===== src/hdl/m2bi_pkg.sv =====
// Shared types and constants of the 2D bilinear calibration map.
package m2bi_pkg;

    // Item kinds carried on the command channel
    typedef enum logic [1:0]
    {
        KIND_ROW_KEY,
        KIND_COL_KEY,
        KIND_CELL,
        KIND_LOOKUP
    } kind_t;

    // Configuration register indexes
    typedef enum logic
    {
        REG_ROWS_IN_USE,
        REG_COLS_IN_USE
    } reg_idx_t;

    localparam int Q_W       = 32;     // Q16.16 word
    localparam int FRAC_BITS = 16;
    localparam int T_W       = 17;     // fraction 0 .. 1.0 in Q1.16
    localparam int CFG_W     = 5;
    localparam int IDX_W     = 4;
    localparam logic [T_W-1:0] T_ONE = T_W'(1 << FRAC_BITS);

endpackage


===== src/hdl/m2bi_locate.sv =====
// Clamped breakpoint interval search with parallel comparators.
module m2bi_locate #(
    parameter int N = 16
) (
    input  logic signed [m2bi_pkg::Q_W-1:0]  keys [N],
    input  logic [$clog2(N+1)-1:0]           count,
    input  logic signed [m2bi_pkg::Q_W-1:0]  key,
    output logic [$clog2(N)-1:0]             lo,
    output logic [$clog2(N)-1:0]             hi,
    output logic signed [m2bi_pkg::Q_W-1:0]  k_lo,
    output logic signed [m2bi_pkg::Q_W-1:0]  k_hi,
    output logic                             span
);
    import m2bi_pkg::*;

    localparam int IW = $clog2(N);
    localparam int CW = $clog2(N+1);

    logic [N-2:0]   hit;
    logic [IW-1:0]  first_idx;
    logic           found;
    logic [IW-1:0]  last_idx;

    // Compare the key against every interval in parallel
    always_comb
    begin
        for (int i = 0; i < N - 1; i++)
        begin
            hit[i] = (int'(count) > i + 1) && (key >= keys[i]) && (key <= keys[i+1]);
        end
    end

    // Pick the lowest interval that holds the key
    always_comb
    begin
        first_idx = '0;
        found     = 1'b0;
        for (int i = N - 2; i >= 0; i--)
        begin
            if (hit[i])
            begin
                first_idx = IW'(i);
                found     = 1'b1;
            end
        end
    end

    assign last_idx = IW'(count - CW'(1));

    // Clamp at both ends, else take the interval found
    always_comb
    begin
        lo   = '0;
        hi   = '0;
        span = 1'b0;
        if ((count < CW'(2)) || (key <= keys[0]))
        begin
            lo = '0;
            hi = '0;
        end
        else if (key >= keys[last_idx])
        begin
            lo = last_idx;
            hi = last_idx;
        end
        else if (found)
        begin
            lo   = first_idx;
            hi   = IW'(first_idx + 1'b1);
            span = 1'b1;
        end
        else
        begin
            lo = last_idx;
            hi = last_idx;
        end
    end

    assign k_lo = keys[lo];
    assign k_hi = keys[hi];

endmodule


===== config.mk =====
export PLATFORM = sky130hd
export DESIGN_NAME = m2bi_locate
export DESIGN_NICKNAME = d
export VERILOG_FILES = /design/src/hdl/m2bi_pkg.sv /design/src/hdl/m2bi_locate.sv
export SDC_FILE = /design/constraint.sdc
export NUM_CORES = 1
export LEC_CHECK = 0
export BUFFER_PORTS_ARGS = -buffer_cell sky130_fd_sc_hd__buf_4
export CAP_MARGIN = 20
export CORE_UTILIZATION = 31
export DETAILED_ROUTE_END_ITERATION = 10
export PLACE_DENSITY = 0.53
export SETUP_SLACK_MARGIN = 0.4
export SLEW_MARGIN = 10
export SYNTH_ARGS = -nofsm -noshare
export SYNTH_HDL_FRONTEND = slang
export SYNTH_SLANG_ARGS = --single-unit

===== constraint.sdc =====
create_clock -name vclk -period 14.1
set_input_delay 2.82 -clock vclk [all_inputs]
set_output_delay 2.82 -clock vclk [all_outputs]
set_load 0.01 [all_outputs]

==> impl_metrics.toml, run 1 <==
[cells_and_area]
final_cell_mix = "buf_4, inv_1, ha_1"
fin_nets = 5415
clkbuf_count = 0
multi_input_area_um2 = 25100
drive_gt1_share_pct = 21.0
flops_and_latches = 0
area_delta_synth_final_pct = 21.4
nFillCells = 9731
final_util_pct = 38.0
seqCellArea_um2 = 0
layout_commonest_cell = "buf_4"

[pwr]
netSwitchingFraction_pct = 63.2
p_int_w = 0.00114
power.density_nw_per_um2 = 90.9
p_sw_w = 0.00196
power_frac_comb_pct = 100.0
power_frac_seq_pct = 0
leakagePower_nw = 16.1
irDropWorstVdd_v = 0.000107
clockPowerShare_pct = 0

[synth]
synth.distinct_cells = 92
synth_area_um2 = 28100
synth.yosys.warnings = 0
synth.net_count = 4954
synth-seq-area-share_pct = 0
synthCells = 3857
avgSynthCellArea_um2 = 7.29

[clocking]
cts_resized = 0
postCtsSetupBuffers = 0
cts_hold_buf = 0

[floorplanning]
die_h_um = 303
core-area_um2 = 90000
start_util_pct = 31.3
die_w_um = 303
io_pins = 622
row_count = 110
die_area_um2 = 92000

[timing]
min_period_over_period_pct = 93.2
fin_setup_tns_ps = 0
fmax_ghz = 0.0761
worst_pin_slew_ps = 1180
layout_min_cycle_time_ps = 13140
setup-violations-final = 0
grt_setup_unrepaired = "no"
drv_slew = 0
final-hold-violation-count = 0
relSlewSlack_pct = 21.1

[flow_run]
cap_viol_max_count = 0

[route]
drc = 0
finalWirelength_mm = 169
antenna_left = 0
wl_per_cell_um = 30.7
via_per_inst = 6.30
vias = 34700
drt_iter0_markers = 4300
firstDrtPassIters = 6

[placement]
gp_congestion = 0.997
numPortBuffers = 622
hpwlAfterDp_mm = 137

[setup_path]
cp-end-kind = "primary output"
crit_slowest_cell = "ha_4"
worst-endpoint-required_ps = 11280
cp.arrival_ps = 10320
slowest_delay_ps = 590
start_kind = "input pin"
worstSetupPathType = "input pin to primary output"
path_max_fanout = 50
cp_common_cell = "buf_4"

[min_path]
worstHoldPathType = "input pin to primary output"
hold_path_depth = 6
hp-start = "keys[140]"
holdPathEnd = "k_lo[12]"

[global_route]
grt_pass1_vias = 32600
grt_usage_pct = 35.1
grt_max_degree = 136
antenna_found_initial = 26
gr-total-overflow = 0
grt_pass1_wl_mm = 235

[status]
outcome = "complete, no violations"
-- critical path, delay by kind of cell --
| family | cells | cell delay, ps |
|---|---|---|
| buffers and inverters | 9 | 2890 |
| AOI/OAI and AO/OA | 9 | 1730 |
| muxes | 3 | 1220 |
| adders and majority gates | 2 | 820 |
| and+or+nand+nor | 3 | 600 |
-- synth_stat cells (8+ instances only) --
| library cell | instances | share of area (%) |
|---|---|---|
| buf_2 | 69 | 1.2 |
| nand2_1 | 277 | 3.7 |
| clkbuf_1 | 113 | 1.5 |
| a211oi_1 | 24 | 0.64 |
| o21a_1 | 15 | 0.40 |
| nor2b_1 | 25 | 0.56 |
| nand3_1 | 268 | 4.8 |
| a21o_1 | 56 | 1.5 |
| and4_1 | 10 | 0.31 |
| o211ai_1 | 275 | 7.3 |
| nor3_1 | 59 | 1.0 |
| a31oi_1 | 45 | 1.0 |
| a21oi_1 | 186 | 3.3 |
| and2_1 | 11 | 0.24 |
| buf_4 | 14 | 0.37 |
| buf_1 | 38 | 0.51 |
| o221ai_1 | 38 | 1.2 |
| nor2_1 | 99 | 1.3 |
| a2111oi_0 | 10 | 0.31 |
| or3_1 | 8 | 0.18 |
| mux2i_1 | 201 | 7.2 |
| and3_1 | 15 | 0.33 |
| nor4_1 | 19 | 0.42 |
| inv_1 | 557 | 7.4 |
| o21ai_0 | 335 | 6.0 |
| nand4_1 | 162 | 3.6 |
| o21ai_1 | 34 | 0.60 |
| mux4_2 | 160 | 13 |
| ha_1 | 548 | 24 |
| nand2b_1 | 26 | 0.58 |
-- worst max path at each step --
stage	slack [ps]	endpoint	depth (start not counted)	from
2_1_floorplan	2920	k_hi[10]	25	count[0]
3_3_place_gp	1160	k_hi[17]	24	count[0]
3_5_place_dp	1020	k_hi[17]	24	count[0]
4_1_cts	1020	k_hi[17]	24	count[0]
5_1_grt	710	k_hi[18]	26	count[0]
6_report	960	k_hi[18]	26	count[0]
-- area by class of cell --
class,instances,share of cell area [%]
Antenna cell,13,0.0952
Inverter,562,6.22
Multi-Input combinational cell,3057,73.3
Tap cell,1176,4.31
Timing Repair Buffer,697,16.0
-- metal layers --
metal  share of wire [%]  global-route usage (%)
met5               0.073                       0
met2                  44                    55.1
met3                  11                    6.73
met4                 5.0                    15.4
met1                  40                    46.4
-- power groups by stage --
stage	clock [W]	combinational, W	sequential (W)
2_1_floorplan	0	0.00173	0
3_3_place_gp	0	0.00298	0
3_5_place_dp	0	0.00299	0
4_1_cts	0	0.00300	0
5_1_grt	0.0000000000953	0.00326	0
6_report	0.0000000000661	0.00310	0
-- through the flow --
| stage | power [W] | instances | cell area (um2) | hold slack, ps | setup slack [ps] |
|---|---|---|---|---|---|
| floorplan | 0.00173 | 3857 | 28100 | 5890 | 2920 |
| global placement | 0.00298 | 5489 | 34100 | 6100 | 1160 |
| detailed placement | 0.00299 | 5489 | 34100 | 6090 | 1020 |
| CTS | 0.00300 | 5489 | 34100 | 6100 | 1020 |
| global route | 0.00326 | 5502 | 34200 | 6150 | 710 |
| finish | 0.00310 | 5505 | 34200 | 6100 | 965 |
-- logic make-up after synthesis --
kind of cell               count (synthesis)  share of synthesized area [%]
AOI/OAI and AO/OA                       1121                           25.7
and+or+nand+nor                         1015                           18.2
buffers and inverters                    800                           11.3
adders and majority gates                548                           24.4
muxes                                    371                           20.4
xor gates and xnor gates                   2                         0.0623
No activity file was read; power rests on OpenSTA's default activity.
==> run 2, diff against run 1 <==
- CORE_UTILIZATION: 31 -> 45
- PLACE_DENSITY: 0.53 -> 0.7
==> run 2 against run 1 <==
  * Non-clock buffer count did not move
  * Cell area fell by 1.4%
  * Hold slack improved by 5.7 ps
==> impl_metrics.toml, run 2 (same netlist as run 1, synthesis figures left out) <==
[status]
outcome = "complete, no violations"

[setup_path]
slowest_delay_ps = 720
crit_slowest_cell = "ha_4"
worstPathCellList = "clkbuf_8 -> inv_1 -> ha_4 -> buf_4 -> mux4_2 -> mux4_2 -> inv_1 -> ha_1 -> nand4_1 -> nor2_1 -> nand3_1 -> a21oi_1 -> a2111oi_0 -> buf_4 -> mux2i_1 -> nand2_1 -> a41o_4 -> o211ai_4 -> inv_2 -> nand2_1 -> buf_4 -> o221ai_1 -> nand4_1 -> buf_4"
path_max_fanout = 34
worstSetupPathType = "input pin to primary output"
worst-endpoint-required_ps = 11280
cp-end-kind = "primary output"
cp_common_cell = "buf_4"
cp.arrival_ps = 10170
start_kind = "input pin"

[global_route]
gr-total-overflow = 0
grt_usage_pct = 46.3
grt_max_degree = 92
antenna_found_initial = 10
grt_pass1_vias = 32600
grt_pass1_wl_mm = 220

[route]
drc = 0
via_per_inst = 6.86
finalWirelength_mm = 153
antenna_left = 0
wl_per_cell_um = 29.7
vias = 35400
firstDrtPassIters = 6
drt_iter0_markers = 5224

[cells_and_area]
final_cell_mix = "buf_4, inv_1, ha_1"
area_delta_synth_final_pct = 19.8
drive_gt1_share_pct = 21.1
flops_and_latches = 0
nFillCells = 6128
fin_nets = 5415
seqCellArea_um2 = 0
clkbuf_count = 0
layout_commonest_cell = "buf_4"

[pwr]
power_w = 0.00308
power.density_nw_per_um2 = 91.4
irDropWorstVdd_v = 0.000127
leakagePower_nw = 16.1

[floorplanning]
die_w_um = 252
row_count = 91
io_pins = 622
start_util_pct = 45.6
die_area_um2 = 63500
core-area_um2 = 61700
die_h_um = 252

[timing]
fin_setup_tns_ps = 0
min_period_over_period_pct = 92.1
setup-violations-final = 0
relSlewSlack_pct = 13.3
layout_min_cycle_time_ps = 12990
worst_pin_slew_ps = 1290
grt_setup_unrepaired = "no"
fmax_ghz = 0.0770
final-hold-violation-count = 0
drv_slew = 0

[clocking]
postCtsSetupBuffers = 0
cts_hold_buf = 0
cts_resized = 0

[min_path]
worstHoldPathType = "input pin to primary output"

[placement]
hpwlAfterDp_mm = 125
gp_congestion = 1.14
numPortBuffers = 622

[flow_run]
cap_viol_max_count = 0
run 2: changes by cell type in the layout (fill, tap and decap cells not counted), sizes merged:
cell,delta
clkbuf,+2
diode,-5
dlymetal6s2s,-1
buf,-1
run 2: final cells by class:
cell class | instances | area [um2] | share of cell area [%]
diodes | 8 | 20.0 | 0.0594
inverters | 562 | 2120 | 6.30
well taps | 837 | 1050 | 3.11
repair buffers | 697 | 5440 | 16.1
multi-input cells | 3057 | 25100 | 74.4
run 2: worst max-delay path: cells and delay by family:
family                   cells  cell delay (ps)
adder cells (fa/ha/maj)      2              850
multiplexers                 3             1080
AND/OR/NAND/NOR              6             1580
AO/OA/AOI/OAI                5             1570
buffers and inverters        8             2170
run 2: stage by stage:
| step | instances | util, % | area [um2] | worst slack (ps) | hold WS (ps) |
|---|---|---|---|---|---|
| 2_1_floorplan | 3857 | - | 28100 | 2920 | 5890 |
| 3_3_place_gp | 5152 | 54.5 | 33700 | 1540 | 6100 |
| 3_5_place_dp | 5152 | 54.5 | 33700 | 1480 | 6100 |
| 4_1_cts | 5152 | 54.5 | 33700 | 1490 | 6100 |
| 5_1_grt | 5159 | 54.6 | 33700 | 1040 | 6130 |
| 6_report | 5161 | 54.6 | 33700 | 1110 | 6100 |
run 2: final timing paths:
check / from / to / cells after the start
worst max-delay path: count[0] / k_lo[30] / 24
worst min-delay path: keys[147] / k_lo[19] / 6
run 2: routing by layer:
metal  GRT usage, %  share of wire [%]
met5              0              0.018
met4           21.0                5.6
met3           11.6                 14
met2           69.2                 42
met1           62.3                 39
run 2: where the power goes:
part	switching, W	internal (W)
clock	0	0.0000000000846
combinational	0.00194	0.00114
sequential	0	0
